==> config.mk <==
export PLATFORM = sky130hd
export DESIGN_NAME = isp_page_program_sequencer_top
export DESIGN_NICKNAME = d
export VERILOG_FILES = /design/src/rtl/core/ipps_pkg.sv /design/src/rtl/core/ipps_front.sv /design/src/rtl/core/ipps_job_queue.sv /design/src/rtl/core/ipps_back.sv /design/src/rtl/core/isp_page_program_sequencer_top.sv
export SDC_FILE = /design/constraint.sdc
export NUM_CORES = 2
export LEC_CHECK = 0
export BUFFER_PORTS_ARGS = -buffer_cell sky130_fd_sc_hd__buf_2
export CAP_MARGIN = 20
export CORE_MARGIN = 3
export CORE_UTILIZATION = 62
export CTS_CLUSTER_SIZE = 12
export DETAILED_ROUTE_END_ITERATION = 10
export PLACE_DENSITY = 0.76
export SLEW_MARGIN = 20
export SYNTH_ARGS = -nofsm -noshare
export SYNTH_HDL_FRONTEND = slang
export SYNTH_HIERARCHICAL = 1
export SYNTH_SLANG_ARGS = --single-unit
export TNS_END_PERCENT = 10
==> constraint.sdc <==
create_clock -name clock -period 7.07 [get_ports clock]
set_input_delay 0.3535 -clock clock [delete_from_list [all_inputs] [get_ports clock]]
set_output_delay 0.3535 -clock clock [all_outputs]
set_load 0.05 [all_outputs]
==> src/rtl/core/ipps_pkg.sv <==
`default_nettype none

package ipps_pkg;

   // Geometry of the flash and of the verified image head.
   localparam int PAGE_SHIFT     = 7;
   localparam int FLASH_PAGE_LEN = 1 << PAGE_SHIFT;
   localparam int VERIFY_WORDS   = 64;
   localparam int HEAD_BYTES     = 2 * VERIFY_WORDS;
   localparam int HEAD_AW        = $clog2(HEAD_BYTES);
   localparam int VI_W           = $clog2(VERIFY_WORDS + 1);

   localparam int ADDR_W = 17;
   localparam int LEN_W  = 16;
   localparam int BYTE_W = 8;
   localparam int CSR_AW = 4;
   localparam int CSR_DW = 32;

   // Request kinds.
   localparam logic [1:0] CMD_START = 2'd0;
   localparam logic [1:0] CMD_IMAGE = 2'd1;
   localparam logic [1:0] CMD_REPLY = 2'd2;

   // Register indexes.
   localparam logic [1:0] REG_BOOT_START = 2'd0;
   localparam logic [1:0] REG_BOOT_SIZE  = 2'd1;
   localparam logic [1:0] REG_PW_PAUSE   = 2'd2;

   // Serial programming instructions.
   localparam logic [7:0] OP_ERASE   = 8'hAC;
   localparam logic [7:0] OP_LOAD_LO = 8'h40;
   localparam logic [7:0] OP_LOAD_HI = 8'h48;
   localparam logic [7:0] OP_WRITE   = 8'h4C;
   localparam logic [7:0] OP_READ_LO = 8'h20;
   localparam logic [7:0] OP_READ_HI = 8'h28;
   localparam logic [7:0] ERASE_B1   = 8'h80;
   localparam logic [7:0] PAD_BYTE   = 8'hFF;

   localparam logic [1:0] WAIT_NONE  = 2'd0;
   localparam logic [1:0] WAIT_ERASE = 2'd1;
   localparam logic [1:0] WAIT_PAGE  = 2'd2;

   localparam logic [1:0] ST_BUSY = 2'd0;
   localparam logic [1:0] ST_PASS = 2'd1;
   localparam logic [1:0] ST_FAIL = 2'd2;

   // Result slots of one job, issued in ascending order.
   localparam int NSLOTS = 7;
   localparam int SLOT_W = 3;
   localparam logic [SLOT_W-1:0] SLOT_ERASE   = 3'd0;
   localparam logic [SLOT_W-1:0] SLOT_PW_PRE  = 3'd1;
   localparam logic [SLOT_W-1:0] SLOT_LOAD_LO = 3'd2;
   localparam logic [SLOT_W-1:0] SLOT_LOAD_HI = 3'd3;
   localparam logic [SLOT_W-1:0] SLOT_PW_END  = 3'd4;
   localparam logic [SLOT_W-1:0] SLOT_READ    = 3'd5;
   localparam logic [SLOT_W-1:0] SLOT_STATUS  = 3'd6;

   typedef enum logic [3:0] {
      PH_IDLE   = 4'b0001,
      PH_LOAD   = 4'b0010,
      PH_VERIFY = 4'b0100,
      PH_DONE   = 4'b1000
   } phase_type;

   typedef struct packed {
      logic [NSLOTS-1:0] mask;
      logic [ADDR_W-1:0] pw_pre_addr;
      logic [ADDR_W-1:0] load_addr;
      logic [BYTE_W-1:0] lo;
      logic [BYTE_W-1:0] hi;
      logic [ADDR_W-1:0] pw_end_addr;
      logic              read_high;
      logic [ADDR_W-1:0] read_addr;
      logic [1:0]        status;
   } job_type;

   typedef struct packed {
      logic              has_command;
      logic [BYTE_W-1:0] cmd_byte0;
      logic [BYTE_W-1:0] cmd_byte1;
      logic [BYTE_W-1:0] cmd_byte2;
      logic [BYTE_W-1:0] cmd_byte3;
      logic              expects_reply;
      logic [1:0]        wait_code;
      logic [1:0]        run_status;
      logic              last_of_run;
   } rsp_type;

   // First word address of the page holding addr.
   function automatic logic [ADDR_W-1:0] page_of(input logic [ADDR_W-1:0] addr);
      page_of = addr & ({ADDR_W{1'b1}} << PAGE_SHIFT);
   endfunction

endpackage

`default_nettype wire

==> src/rtl/core/ipps_front.sv <==
`default_nettype none

module ipps_front (
   input  logic                         clock,
   input  logic                         reset,
   input  logic                         req_accept,
   input  logic [1:0]                   req_cmd,
   input  logic [ipps_pkg::LEN_W-1:0]   req_image_length,
   input  logic [ipps_pkg::BYTE_W-1:0]  req_payload_byte,
   input  logic [ipps_pkg::ADDR_W-1:0]  cfg_boot_start_word,
   input  logic [ipps_pkg::LEN_W-1:0]   cfg_boot_size_bytes,
   output logic                         job_push,
   output ipps_pkg::job_type            job
);

   ipps_pkg::phase_type                phase_ff, phase_in;
   logic [ipps_pkg::ADDR_W-1:0]        wa_ff, wa_in;
   logic [ipps_pkg::ADDR_W-1:0]        open_ff, open_in;
   logic [ipps_pkg::LEN_W-1:0]         seen_ff, seen_in;
   logic [ipps_pkg::LEN_W-1:0]         img_ff, img_in;
   logic [ipps_pkg::BYTE_W-1:0]        held_ff, held_in;
   logic [ipps_pkg::VI_W-1:0]          vi_ff, vi_in;
   logic                               vh_ff, vh_in;
   logic                               lo_ok_ff, lo_ok_in;

   logic [ipps_pkg::BYTE_W-1:0]        head_mem_ff [ipps_pkg::HEAD_BYTES];
   logic [ipps_pkg::BYTE_W-1:0]        head_q_ff;
   logic                               head_we;
   logic [ipps_pkg::HEAD_AW-1:0]       head_waddr;
   logic [ipps_pkg::HEAD_AW-1:0]       head_raddr;

   logic [ipps_pkg::LEN_W:0]           pos_inc;
   logic                               last;
   logic [ipps_pkg::VI_W-1:0]          vi_inc;
   logic [ipps_pkg::BYTE_W-1:0]        expected;
   logic [ipps_pkg::ADDR_W-1:0]        cur_page;

   assign pos_inc  = {1'b0, seen_ff} + {{ipps_pkg::LEN_W{1'b0}}, 1'b1};
   assign last     = pos_inc >= {1'b0, img_ff};
   assign vi_inc   = vi_ff + ipps_pkg::VI_W'(1);
   assign cur_page = ipps_pkg::page_of(wa_ff);

   // The head byte for the current verify position is prefetched from vi_in,
   // and vh_in, so head_q_ff always matches the present verify_index and half.
   assign expected = (ipps_pkg::LEN_W'({vi_ff, vh_ff}) < img_ff) ? head_q_ff
                                                                 : ipps_pkg::PAD_BYTE;
   assign head_raddr = ipps_pkg::HEAD_AW'({vi_in, vh_in});
   assign head_waddr = seen_ff[ipps_pkg::HEAD_AW-1:0];

   always_comb begin
      phase_in = phase_ff;
      wa_in    = wa_ff;
      open_in  = open_ff;
      seen_in  = seen_ff;
      img_in   = img_ff;
      held_in  = held_ff;
      vi_in    = vi_ff;
      vh_in    = vh_ff;
      lo_ok_in = lo_ok_ff;
      job      = '0;
      job_push = 1'b0;
      head_we  = 1'b0;
      if (req_accept) begin
         case (req_cmd)
            ipps_pkg::CMD_START: begin
               job_push = 1'b1;
               if (req_image_length > cfg_boot_size_bytes) begin
                  job.mask[ipps_pkg::SLOT_STATUS] = 1'b1;
                  job.status = ipps_pkg::ST_FAIL;
                  phase_in = ipps_pkg::PH_DONE;
               end else begin
                  job.mask[ipps_pkg::SLOT_ERASE] = 1'b1;
                  img_in   = req_image_length;
                  seen_in  = '0;
                  held_in  = '0;
                  wa_in    = cfg_boot_start_word;
                  open_in  = ipps_pkg::page_of(cfg_boot_start_word);
                  phase_in = ipps_pkg::PH_LOAD;
                  if (req_image_length == '0) begin
                     job.mask[ipps_pkg::SLOT_PW_END] = 1'b1;
                     job.mask[ipps_pkg::SLOT_READ]   = 1'b1;
                     job.pw_end_addr = open_in;
                     job.read_high   = 1'b0;
                     job.read_addr   = cfg_boot_start_word;
                     vi_in    = '0;
                     vh_in    = 1'b0;
                     lo_ok_in = 1'b0;
                     phase_in = ipps_pkg::PH_VERIFY;
                  end
               end
            end
            ipps_pkg::CMD_IMAGE: begin
               if (phase_ff == ipps_pkg::PH_LOAD) begin
                  head_we = seen_ff < ipps_pkg::LEN_W'(ipps_pkg::HEAD_BYTES);
                  seen_in = pos_inc[ipps_pkg::LEN_W-1:0];
                  if (!seen_ff[0] && !last) begin
                     held_in = req_payload_byte;
                  end else begin
                     job_push = 1'b1;
                     if (!seen_ff[0]) begin
                        job.lo = req_payload_byte;
                        job.hi = ipps_pkg::PAD_BYTE;
                     end else begin
                        job.lo = held_ff;
                        job.hi = req_payload_byte;
                     end
                     if (open_ff != cur_page) begin
                        job.mask[ipps_pkg::SLOT_PW_PRE] = 1'b1;
                        job.pw_pre_addr = open_ff;
                        open_in = cur_page;
                     end
                     job.mask[ipps_pkg::SLOT_LOAD_LO] = 1'b1;
                     job.mask[ipps_pkg::SLOT_LOAD_HI] = 1'b1;
                     job.load_addr = wa_ff;
                     wa_in = wa_ff + ipps_pkg::ADDR_W'(1);
                     if (last) begin
                        job.mask[ipps_pkg::SLOT_PW_END] = 1'b1;
                        job.mask[ipps_pkg::SLOT_READ]   = 1'b1;
                        job.pw_end_addr = open_in;
                        job.read_high   = 1'b0;
                        job.read_addr   = cfg_boot_start_word;
                        vi_in    = '0;
                        vh_in    = 1'b0;
                        lo_ok_in = 1'b0;
                        phase_in = ipps_pkg::PH_VERIFY;
                     end
                  end
               end
            end
            ipps_pkg::CMD_REPLY: begin
               if (phase_ff == ipps_pkg::PH_VERIFY) begin
                  job_push = 1'b1;
                  if (!vh_ff) begin
                     lo_ok_in = req_payload_byte == expected;
                     vh_in    = 1'b1;
                     job.mask[ipps_pkg::SLOT_READ] = 1'b1;
                     job.read_high = 1'b1;
                     job.read_addr = cfg_boot_start_word + ipps_pkg::ADDR_W'(vi_ff);
                  end else begin
                     vh_in = 1'b0;
                     if (!lo_ok_ff || req_payload_byte != expected) begin
                        job.mask[ipps_pkg::SLOT_STATUS] = 1'b1;
                        job.status = ipps_pkg::ST_FAIL;
                        phase_in = ipps_pkg::PH_DONE;
                     end else begin
                        vi_in = vi_inc;
                        if (vi_inc == ipps_pkg::VI_W'(ipps_pkg::VERIFY_WORDS)) begin
                           job.mask[ipps_pkg::SLOT_STATUS] = 1'b1;
                           job.status = ipps_pkg::ST_PASS;
                           phase_in = ipps_pkg::PH_DONE;
                        end else begin
                           job.mask[ipps_pkg::SLOT_READ] = 1'b1;
                           job.read_high = 1'b0;
                           job.read_addr = cfg_boot_start_word + ipps_pkg::ADDR_W'(vi_inc);
                        end
                     end
                  end
               end
            end
            default: begin
            end
         endcase
      end
   end

   always_ff @(posedge clock) begin
      if (reset) begin
         phase_ff <= ipps_pkg::PH_IDLE;
         wa_ff    <= '0;
         open_ff  <= '0;
         seen_ff  <= '0;
         img_ff   <= '0;
         held_ff  <= '0;
         vi_ff    <= '0;
         vh_ff    <= 1'b0;
         lo_ok_ff <= 1'b0;
      end else begin
         phase_ff <= phase_in;
         wa_ff    <= wa_in;
         open_ff  <= open_in;
         seen_ff  <= seen_in;
         img_ff   <= img_in;
         held_ff  <= held_in;
         vi_ff    <= vi_in;
         vh_ff    <= vh_in;
         lo_ok_ff <= lo_ok_in;
      end
   end

   // A write to the entry being prefetched is forwarded to the read register.
   always_ff @(posedge clock) begin
      if (head_we) begin
         head_mem_ff[head_waddr] <= req_payload_byte;
      end
      if (head_we && head_waddr == head_raddr) begin
         head_q_ff <= req_payload_byte;
      end else begin
         head_q_ff <= head_mem_ff[head_raddr];
      end
   end

endmodule

`default_nettype wire

==> src/rtl/core/ipps_job_queue.sv <==
`default_nettype none

module ipps_job_queue (
   input  logic              clock,
   input  logic              reset,
   input  logic              push,
   input  ipps_pkg::job_type din,
   output logic              full,
   input  logic              pop,
   output ipps_pkg::job_type dout,
   output logic              empty
);

   ipps_pkg::job_type entry_ff [2];
   logic              wptr_ff, wptr_in;
   logic              rptr_ff, rptr_in;
   logic [1:0]        cnt_ff, cnt_in;
   logic              do_push;
   logic              do_pop;

   assign full    = cnt_ff == 2'd2;
   assign empty   = cnt_ff == 2'd0;
   assign dout    = entry_ff[rptr_ff];
   assign do_push = push && !full;
   assign do_pop  = pop && !empty;

   always_comb begin
      wptr_in = wptr_ff ^ do_push;
      rptr_in = rptr_ff ^ do_pop;
      cnt_in  = cnt_ff + {1'b0, do_push} - {1'b0, do_pop};
   end

   always_ff @(posedge clock) begin
      if (reset) begin
         wptr_ff <= 1'b0;
         rptr_ff <= 1'b0;
         cnt_ff  <= '0;
      end else begin
         wptr_ff <= wptr_in;
         rptr_ff <= rptr_in;
         cnt_ff  <= cnt_in;
      end
   end

   always_ff @(posedge clock) begin
      if (do_push) begin
         entry_ff[wptr_ff] <= din;
      end
   end

endmodule

`default_nettype wire

==> src/rtl/core/ipps_back.sv <==
`default_nettype none

module ipps_back (
   input  logic              clock,
   input  logic              reset,
   input  logic              job_empty,
   input  ipps_pkg::job_type job,
   output logic              job_pop,
   input  logic              cfg_page_write_pause,
   input  logic              rsp_pop,
   output logic              rsp_empty,
   output ipps_pkg::rsp_type rsp
);

   ipps_pkg::job_type            cur_ff;
   logic [ipps_pkg::NSLOTS-1:0]  mask_ff, mask_in;
   ipps_pkg::rsp_type            out_q_ff [2];
   logic                         out_wptr_ff, out_rptr_ff;
   logic [1:0]                   out_cnt_ff, out_cnt_in;

   logic [ipps_pkg::SLOT_W-1:0]  slot;
   logic                         found;
   logic [ipps_pkg::NSLOTS-1:0]  rest;
   logic [ipps_pkg::NSLOTS-1:0]  mask_after;
   logic                         out_pop;
   logic                         out_space;
   logic                         emit;
   logic [1:0]                   pw_wait;
   ipps_pkg::rsp_type            res;

   // Lowest pending slot goes out first.
   always_comb begin
      slot  = '0;
      found = 1'b0;
      for (int i = 0; i < ipps_pkg::NSLOTS; i++) begin
         if (mask_ff[i] && !found) begin
            slot  = ipps_pkg::SLOT_W'(i);
            found = 1'b1;
         end
      end
   end

   assign rest    = mask_ff & ~(ipps_pkg::NSLOTS'(1) << slot);
   assign pw_wait = cfg_page_write_pause ? ipps_pkg::WAIT_PAGE : ipps_pkg::WAIT_NONE;

   always_comb begin
      res = '0;
      res.last_of_run = rest == '0;
      case (slot)
         ipps_pkg::SLOT_ERASE: begin
            res.has_command = 1'b1;
            res.cmd_byte0   = ipps_pkg::OP_ERASE;
            res.cmd_byte1   = ipps_pkg::ERASE_B1;
            res.wait_code   = ipps_pkg::WAIT_ERASE;
         end
         ipps_pkg::SLOT_PW_PRE: begin
            res.has_command = 1'b1;
            res.cmd_byte0   = ipps_pkg::OP_WRITE;
            res.cmd_byte1   = cur_ff.pw_pre_addr[15:8];
            res.cmd_byte2   = cur_ff.pw_pre_addr[7:0];
            res.wait_code   = pw_wait;
         end
         ipps_pkg::SLOT_LOAD_LO: begin
            res.has_command = 1'b1;
            res.cmd_byte0   = ipps_pkg::OP_LOAD_LO;
            res.cmd_byte1   = cur_ff.load_addr[15:8];
            res.cmd_byte2   = cur_ff.load_addr[7:0];
            res.cmd_byte3   = cur_ff.lo;
         end
         ipps_pkg::SLOT_LOAD_HI: begin
            res.has_command = 1'b1;
            res.cmd_byte0   = ipps_pkg::OP_LOAD_HI;
            res.cmd_byte1   = cur_ff.load_addr[15:8];
            res.cmd_byte2   = cur_ff.load_addr[7:0];
            res.cmd_byte3   = cur_ff.hi;
         end
         ipps_pkg::SLOT_PW_END: begin
            res.has_command = 1'b1;
            res.cmd_byte0   = ipps_pkg::OP_WRITE;
            res.cmd_byte1   = cur_ff.pw_end_addr[15:8];
            res.cmd_byte2   = cur_ff.pw_end_addr[7:0];
            res.wait_code   = pw_wait;
         end
         ipps_pkg::SLOT_READ: begin
            res.has_command   = 1'b1;
            res.cmd_byte0     = cur_ff.read_high ? ipps_pkg::OP_READ_HI
                                                 : ipps_pkg::OP_READ_LO;
            res.cmd_byte1     = cur_ff.read_addr[15:8];
            res.cmd_byte2     = cur_ff.read_addr[7:0];
            res.expects_reply = 1'b1;
         end
         ipps_pkg::SLOT_STATUS: begin
            res.run_status = cur_ff.status;
         end
         default: begin
         end
      endcase
   end

   assign out_pop    = rsp_pop && out_cnt_ff != 2'd0;
   assign out_space  = out_cnt_ff != 2'd2 || out_pop;
   assign emit       = mask_ff != '0 && out_space;
   assign mask_after = emit ? rest : mask_ff;
   assign job_pop    = mask_after == '0 && !job_empty;
   assign mask_in    = job_pop ? job.mask : mask_after;
   assign out_cnt_in = out_cnt_ff + {1'b0, emit} - {1'b0, out_pop};
   assign rsp_empty  = out_cnt_ff == 2'd0;
   assign rsp        = out_q_ff[out_rptr_ff];

   always_ff @(posedge clock) begin
      if (reset) begin
         mask_ff     <= '0;
         out_cnt_ff  <= '0;
         out_wptr_ff <= 1'b0;
         out_rptr_ff <= 1'b0;
      end else begin
         mask_ff     <= mask_in;
         out_cnt_ff  <= out_cnt_in;
         out_wptr_ff <= out_wptr_ff ^ emit;
         out_rptr_ff <= out_rptr_ff ^ out_pop;
      end
   end

   always_ff @(posedge clock) begin
      if (job_pop) begin
         cur_ff <= job;
      end
      if (emit) begin
         out_q_ff[out_wptr_ff] <= res;
      end
   end

endmodule

`default_nettype wire

==> src/rtl/core/isp_page_program_sequencer_top.sv <==
`default_nettype none

// Serial in-system-programming page sequencer. A start request carries the
// image length; the block answers with a chip erase (or a failure status when
// the length exceeds boot_size_bytes), then turns image-byte requests into
// low and high page-load commands, page writes at page changes and at the
// end, and finally low and high read commands whose reply bytes, fed back as
// reply requests, are checked against the stored head of the image. Each
// result is one command or one closing status, and last_of_run marks the final
// result caused by a request. The front stage accepts one request per clock
// while its two-entry job queue has room; the back stage issues one result per
// clock into a two-entry result queue while that queue has room, and a
// request yields zero to five results. Sustained throughput is therefore set
// by the back stage's single result port. No clearing pass follows reset;
// the block is ready once reset falls. Configuration registers sit at byte
// addresses 0, 4 and 8 and should only be written while the block is idle.

module isp_page_program_sequencer_top (
   input  logic                         clock,
   input  logic                         reset,
   // Request queue.
   input  logic                         req_push,
   output logic                         req_full,
   input  logic [1:0]                   req_cmd,
   input  logic [ipps_pkg::LEN_W-1:0]   req_image_length,
   input  logic [ipps_pkg::BYTE_W-1:0]  req_payload_byte,
   // Result queue.
   output logic                         rsp_empty,
   input  logic                         rsp_pop,
   output logic                         rsp_has_command,
   output logic [ipps_pkg::BYTE_W-1:0]  rsp_cmd_byte0,
   output logic [ipps_pkg::BYTE_W-1:0]  rsp_cmd_byte1,
   output logic [ipps_pkg::BYTE_W-1:0]  rsp_cmd_byte2,
   output logic [ipps_pkg::BYTE_W-1:0]  rsp_cmd_byte3,
   output logic                         rsp_expects_reply,
   output logic [1:0]                   rsp_wait_code,
   output logic [1:0]                   rsp_run_status,
   output logic                         rsp_last_of_run,
   // Configuration port.
   input  logic                         csr_psel,
   input  logic                         csr_penable,
   input  logic                         csr_pwrite,
   input  logic [ipps_pkg::CSR_AW-1:0]  csr_paddr,
   input  logic [ipps_pkg::CSR_DW-1:0]  csr_pwdata,
   output logic [ipps_pkg::CSR_DW-1:0]  csr_prdata,
   output logic                         csr_pready
);

   logic [ipps_pkg::ADDR_W-1:0] boot_start_ff;
   logic [ipps_pkg::LEN_W-1:0]  boot_size_ff;
   logic                        pw_pause_ff;
   logic                        csr_write;
   logic [1:0]                  csr_index;

   logic                        req_accept;
   logic                        job_push;
   ipps_pkg::job_type           job_in;
   ipps_pkg::job_type           job_out;
   logic                        job_full;
   logic                        job_empty;
   logic                        job_pop;
   ipps_pkg::rsp_type           rsp;

   // The configuration port never stalls; a write lands on the access cycle.
   assign csr_pready = 1'b1;
   assign csr_write  = csr_psel && csr_penable && csr_pwrite;
   assign csr_index  = csr_paddr[3:2];

   always_ff @(posedge clock) begin
      if (reset) begin
         boot_start_ff <= ipps_pkg::ADDR_W'(126976);
         boot_size_ff  <= ipps_pkg::LEN_W'(8192);
         pw_pause_ff   <= 1'b1;
      end else if (csr_write) begin
         case (csr_index)
            ipps_pkg::REG_BOOT_START: boot_start_ff <= csr_pwdata[ipps_pkg::ADDR_W-1:0];
            ipps_pkg::REG_BOOT_SIZE:  boot_size_ff  <= csr_pwdata[ipps_pkg::LEN_W-1:0];
            ipps_pkg::REG_PW_PAUSE:   pw_pause_ff   <= csr_pwdata[0];
            default: begin
            end
         endcase
      end
   end

   always_comb begin
      case (csr_index)
         ipps_pkg::REG_BOOT_START: csr_prdata = ipps_pkg::CSR_DW'(boot_start_ff);
         ipps_pkg::REG_BOOT_SIZE:  csr_prdata = ipps_pkg::CSR_DW'(boot_size_ff);
         ipps_pkg::REG_PW_PAUSE:   csr_prdata = ipps_pkg::CSR_DW'(pw_pause_ff);
         default:                  csr_prdata = '0;
      endcase
   end

   // A request is taken whenever the job queue can hold whatever it yields,
   // even while earlier results are still waiting to be popped.
   assign req_full   = job_full;
   assign req_accept = req_push && !req_full;

   ipps_front u_front (
      .clock               (clock),
      .reset               (reset),
      .req_accept          (req_accept),
      .req_cmd             (req_cmd),
      .req_image_length    (req_image_length),
      .req_payload_byte    (req_payload_byte),
      .cfg_boot_start_word (boot_start_ff),
      .cfg_boot_size_bytes (boot_size_ff),
      .job_push            (job_push),
      .job                 (job_in)
   );

   ipps_job_queue u_job_queue (
      .clock (clock),
      .reset (reset),
      .push  (job_push),
      .din   (job_in),
      .full  (job_full),
      .pop   (job_pop),
      .dout  (job_out),
      .empty (job_empty)
   );

   ipps_back u_back (
      .clock                (clock),
      .reset                (reset),
      .job_empty            (job_empty),
      .job                  (job_out),
      .job_pop              (job_pop),
      .cfg_page_write_pause (pw_pause_ff),
      .rsp_pop              (rsp_pop),
      .rsp_empty            (rsp_empty),
      .rsp                  (rsp)
   );

   assign rsp_has_command   = rsp.has_command;
   assign rsp_cmd_byte0     = rsp.cmd_byte0;
   assign rsp_cmd_byte1     = rsp.cmd_byte1;
   assign rsp_cmd_byte2     = rsp.cmd_byte2;
   assign rsp_cmd_byte3     = rsp.cmd_byte3;
   assign rsp_expects_reply = rsp.expects_reply;
   assign rsp_wait_code     = rsp.wait_code;
   assign rsp_run_status    = rsp.run_status;
   assign rsp_last_of_run   = rsp.last_of_run;

endmodule

`default_nettype wire

# Word-level counts from Yosys, hierarchy flattened
# Memories as Yosys holds them, arrays and structs flattened. A register that Yosys moved wholly into a read port is not among the register bits.
# Index checks and enable logic that the tools add are counted.
word_totals:
  register_bits: 219
  latchBits: 0
  mem_bits_rw: 1290
  rom_bits: 0
  in_bits: 69
  memories: 3
memory_table:
  columns: ["name", "words", "width", "read_ports", "rd_clocked_by_memory_dff", "write_ports", "line", "rtl"]
  rows:
  - ["u_front.head_mem_ff", 128, 8, 1, 1, 1, "ipps_front.sv:26", "logic [ipps_pkg::BYTE_W-1:0] head_mem_ff [ipps_pkg::HEAD_BYTES];"]
  - ["u_job_queue.entry_ff", 2, 94, 1, 1, 1, "ipps_job_queue.sv:14", "ipps_pkg::job_type entry_ff [2];"]
  - ["u_back.out_q_ff", 2, 39, 1, 1, 1, "ipps_back.sv:17", "ipps_pkg::rsp_type out_q_ff [2];"]
op_classes:
  add_sub_neg: 9
  n_mul: 0
  div: 0
  n_lt_le_gt_ge: 4
  n_eq_ne: 29
  shifts: 1
  muxes: 133
  bitwise_logic: 7
  n_reduce_logical: 52
op_table:
  columns: ["cell", "count"]
  rows:
  - ["85-bit two-way mux", 2]
  - ["17-bit two-way mux", 9]
  - ["35-bit two-way mux", 3]
  - ["17-bit one-hot mux with 2 select lines", 3]
  - ["17-bit one-hot mux with 6 select lines", 1]
  - ["94-bit two-way mux", 1]
  - ["7-bit two-way mux", 10]
  - ["18-bit one-hot mux with 3 select lines", 1]
  - ["17-bit one-hot mux with 3 select lines", 1]
  - ["50-bit two-way mux", 1]
  - ["1-bit two-way mux", 49]
  - ["16-bit two-way mux", 3]
  - ["18-bit two-way mux", 2]
  - ["4-bit two-way mux", 9]
  - ["17-bit by 7-bit adder with 17-bit output", 2]
  - ["8-bit two-way mux", 4]
  - ["16-bit one-hot mux with 2 select lines", 1]
  - ["8-bit one-hot mux with 2 select lines", 2]
  - ["8-bit one-hot mux with 4 select lines", 1]
  - ["2-bit two-way mux", 11]
  - ["7-bit one-hot mux with 3 select lines", 1]
  - ["20-bit two-way mux", 1]
  - ["16-bit by 1-bit adder with 17-bit output, second input constant", 1]
  - ["17-bit by 1-bit adder with 17-bit output, second input constant", 1]
  - ["other kinds (51)", 115]

# Depth between registers and ports, before layout
depth:
  word_depth: 28
  mapped_depth: 22
  ltp_nobuf: 22

# Hierarchy
# The synthesis kept the hierarchy.
modules_own_cells:
  columns: ["mod", "n_inst", "cells_each", "area_per_inst_um2", "seq_area_each_um2"]
  rows:
  - ["ipps_front", 1, 2873, 47539.3, 32631.3]
  - ["ipps_job_queue", 1, 316, 7181.9, 5725.5]
  - ["ipps_back", 1, 393, 6419.9, 4874.7]
  - ["isp_page_program_sequencer_top", 1, 196, 1828.0, 680.7]

# Worst setup path after synthesis
# OpenSTA, ideal clock, no wires.
synth_path:
  kind: "flip-flop to flip-flop"
  from: "register u_back/mask_ff[0] (netlist name)"
  to: "register u_job_queue.cnt_ff[1]"
  setup_time_ps: 64
  arrival_time_ps: 6086
  required_time_ps: 7006
  slack_ps: 920
  path_stages_with_launch: 12
  period_less_slack_ps: 6150
  cell_sequence: "dfxtp_1 -> buf_2 -> or4_4 -> maj3_2 -> a2bb2oi_2 -> nor2_1 -> o21a_1 -> ha_1 -> inv_1 -> ha_1 -> xnor3_1 -> nor2_1"
synth_via:
  elab_chain_len: 27
  word_cells_on_any_way: 34
synth_lines:
  columns: ["item", "line", "rtl"]
  rows:
  - ["start, declared", "ipps_back.sv:16", "logic [ipps_pkg::NSLOTS-1:0] mask_ff, mask_in;"]
  - ["start signal, assigned", "ipps_back.sv:117", "mask_ff <= mask_in;"]
  - ["1-bit two-way mux", "ipps_back.sv:36", "if (mask_ff[i] && !found) begin"]
  - ["1-bit zero test", "ipps_back.sv:36", null]
  - ["1-bit logical AND", "ipps_back.sv:36", null]
  - ["1-bit two-way mux", "ipps_back.sv:36", null]
  - ["1-bit zero test", "ipps_back.sv:36", null]
  - ["1-bit logical AND", "ipps_back.sv:36", null]
  - ["1-bit two-way mux", "ipps_back.sv:36", null]
  - ["1-bit zero test", "ipps_back.sv:36", null]
  - ["[... 12 more ...]", null, null]
  - ["7-bit inverter", "ipps_back.sv:43", "assign rest = mask_ff & ~(ipps_pkg::NSLOTS'(1) << slot);"]
  - ["7-bit AND", "ipps_back.sv:43", null]
  - ["7-bit two-way mux *", "ipps_back.sv:103", "assign mask_after = emit ? rest : mask_ff;"]
  - ["7-bit zero test *", "ipps_back.sv:104", "assign job_pop = mask_after == '0 && !job_empty;"]
  - ["1-bit logical AND *", "ipps_back.sv:104", null]
  - ["named net job_pop", "isp_page_program_sequencer_top.sv:61", "logic job_pop;"]
  - ["1-bit logical AND *", "ipps_job_queue.sv:25", "assign do_pop = pop && !empty;"]
  - ["2-bit by 1-bit subtractor with 2-bit output *", "ipps_job_queue.sv:30", "cnt_in = cnt_ff + {1'b0, do_push} - {1'b0, do_pop};"]
  - ["end signal, assigned", "ipps_job_queue.sv:41", "cnt_ff <= cnt_in;"]
  - ["end, declared", "ipps_job_queue.sv:17", "logic [1:0] cnt_ff, cnt_in;"]
# The timed path passes the listed nets; every way through them passes the cells marked *.
# A chain may end at the register's enable or synchronous reset.

==> impl_results.md <==
* Total track usage at 28.3%
* Crit end category: register
* Die area at 105000 µm²
* CP arrival at 6060 ps
* Routed length per placed instance at 27.4 µm
* Internal power at 0.0151 W
* Root Buffer Master: clkbuf_16
* Vias in the first global route at 34000
* Worst Hold Launch: req_payload_byte[2]
* CTS max path bufs at 3
* Max-slew headroom at 30.9%
* Synth Cell Area at 62600 µm²
* Pwr Density at 290 nW/µm²
* Final nets at 4054
* Worst Tran Pin Value at 1040 ps
* Slowest cell on the critical path: o21ai_1
* Lkg Pwr at 22.5 nW
* Post-layout min period at 5580 ps
* Core Region at 99300 µm²
* CTS Buf Count at 152
* Detailed placement HPWL at 89700 µm
* Peak VDD IR at 0.000304 V
* Antenna violations before repair at 3
* TritonCTS Sinks at 1502
* Final RePlAce weighted congestion at 0.868
* Grt total ovfl at 0
* Syn avg cell area at 16.7 µm²
* PortBufs at 106
* Switching part of the total at 24.5%
* Final WL at 145000 µm
* Req. time, crit path at 7550 ps
* I/O pins at 143
* Area growth, synth to finish at 10.3%
* Yosys warns at 6
* Max FO, Critical Path at 25
* DRT Pass-1 Iters at 5
* Synth Instances at 3758
* Final period utilization at 78.9%
* CTS tree: yes
* Clk_lat worst skew at 760 ps
* Slew Viols, Final at 0
* Clk_skew at 22.0 ps
* Flop pwr share at 52.4%
* DRT antenna net count at 0
* Min-delay worst type: input port to register
* Max-Cap Viols at 0
* Startpoint Class: register
* Postcts setup bufs at 0
* Clock power frac at 36.5%
* Setup Viol. Count Final at 0
* Die Wd at 324 µm
* Dpl ws at 1610 ps
* Global-route wire length before repair at 218000 µm
* Layout cells sized above 1 at 19.6%
* Outcome: completed
* Crit-path leading delay family: simple AND/OR/NAND/NOR gates
* RR Startpoint: u_front/seen_ff[5]$_SDFFE_PP0P_
* CTS HTree Levels at 4
* Starting DRC count in detailed routing at 4562
* Vias at 34800
* Initial cell density of the core at 63.1%
* # DRC at 0
* Post-CTS Resized at 0
* Bufs and invs on worst path at 1
* CTS hold repair buffers at 36
* Worst-path clk slew at 60 ps
* Row cnt at 115
* Comb pwr share at 11.1%
* Largest net degree at the start of global routing at 110
* Die Height at 324 µm
* Vias/cell at 6.57
* CP Launch Point: u_front/seen_ff[5]$_SDFFE_PP0P_
* Post-route setup slack at 1490 ps
* Final hold violation count at 0
* Setup_tns at 0 ps
* Crit-path cells: nand4_1 > nor2_1 > and2_1 > nand3_1 > xnor2_1 > ha_1 > a21o_1 > a21oi_1 > o31ai_1 > a41oi_1 > nand4_1 > o21ai_1 > nand2_1 > nand2b_1 > inv_1 > and2_1
* Unrepaired setup endpoints after global routing: false
* Fmax at 179 MHz
* Sw Pwr at 0.00492 W
* Crit path kind: register to register
* Crit path largest cell delay at 630 ps
cells in the final DEF, fill, tap and decap left out, drive strengths merged, types with 19 or more instances in the layout:
master / instances
and2: 63
dlygate4sd3: 36
mux2i: 141
a21oi: 104
nand2: 179
and3: 21
a22oi: 68
nand4: 31
edfxtp: 1359
a21o: 20
nor3: 23
a211oi: 24
clkbuf: 215
clkinv: 22
nor2b: 35
nand2b: 59
ha: 68
nor4: 19
dfxtp: 143
mux2: 148
buf: 168
o21ai: 89
mux4: 245
nor2: 293
inv: 73
o21a: 20
conb: 26
nand3: 60
xor2: 22
o22ai: 28
power groups by stage:
stage / sequential [W] / clock (W) / combinational [W]
6_report: 0.0105 / 0.00731 / 0.00223
5_1_grt: 0.0105 / 0.00776 / 0.00241
4_1_cts: 0.0105 / 0.00741 / 0.00225
3_5_place_dp: 0.0107 / 0 / 0.00222
3_3_place_gp: 0.0107 / 0 / 0.00218
2_1_floorplan: 0.0106 / 0 / 0.00165
through the flow:
step | instance area [µm²] | util [%] | std cells | hold WS, ps | total power, W
floorplan | 62700 | - | 3780 | 420 | 0.0123
global placement | 64200 | 64.7 | 5011 | 463 | 0.0128
detailed placement | 64200 | 64.7 | 5011 | 467 | 0.0129
CTS | 69000 | 69.5 | 5291 | 3.84 | 0.0202
global route | 69100 | 69.5 | 5292 | 20.1 | 0.0207
finish | 69100 | 69.6 | 5293 | 39.5 | 0.0201
state kept, by name, summed over array words and instances, names as in the netlist, 7 cells and up, named ones only:
name / flops
u_job_queue/entry_ff: 180
u_back/out_q_ff: 72
u_front/vi_ff: 7
u_front/img_ff: 16
u_front/head_mem_ff: 1024
u_front/held_ff: 8
u_front/seen_ff: 16
u_back/mask_ff: 7
u_front/wa_ff: 17
boot_size_ff: 16
boot_start_ff: 17
u_front/open_ff: 17
u_back/cur_ff: 83
cell type report:
type,count,area [µm²]
Inverter,69,259
Multi-Input combinational cell,1986,17500
Clock buffer,215,4190
Timing Repair Buffer,204,1510
Antenna cell,1,2.50
Clock inverter,29,248
Tap cell,1287,1610
Fill cell,6263,30200
Sequential cell,1502,43700
worst paths after layout:
| path | to | slack [ps] | depth (start not counted) |
|---|---|---|---|
| worst max-delay path | u_job_queue/entry_ff[0][56]$_DFFE_PP_ | 1490 | 16 |
| worst min register to register | boot_size_ff[8]$_SDFFE_PP0P_ | 490 | 2 |
| worst max register to register | u_job_queue/entry_ff[0][56]$_DFFE_PP_ | 1490 | 16 |
| worst min-delay path | u_front/head_mem_ff[84][2]$_DFFE_PP_ | 40 | 1 |
metal layers:
layer  up-vias  GRT usage (%)  part of all wire, %
li1      15000              -                    -
met3       315           6.66                   11
met5         -              0                    0
met4         0           9.08                  3.2
met1     17600           42.3                   41
met2      1854           42.1                   46
(Power assumes the default switching activity.)
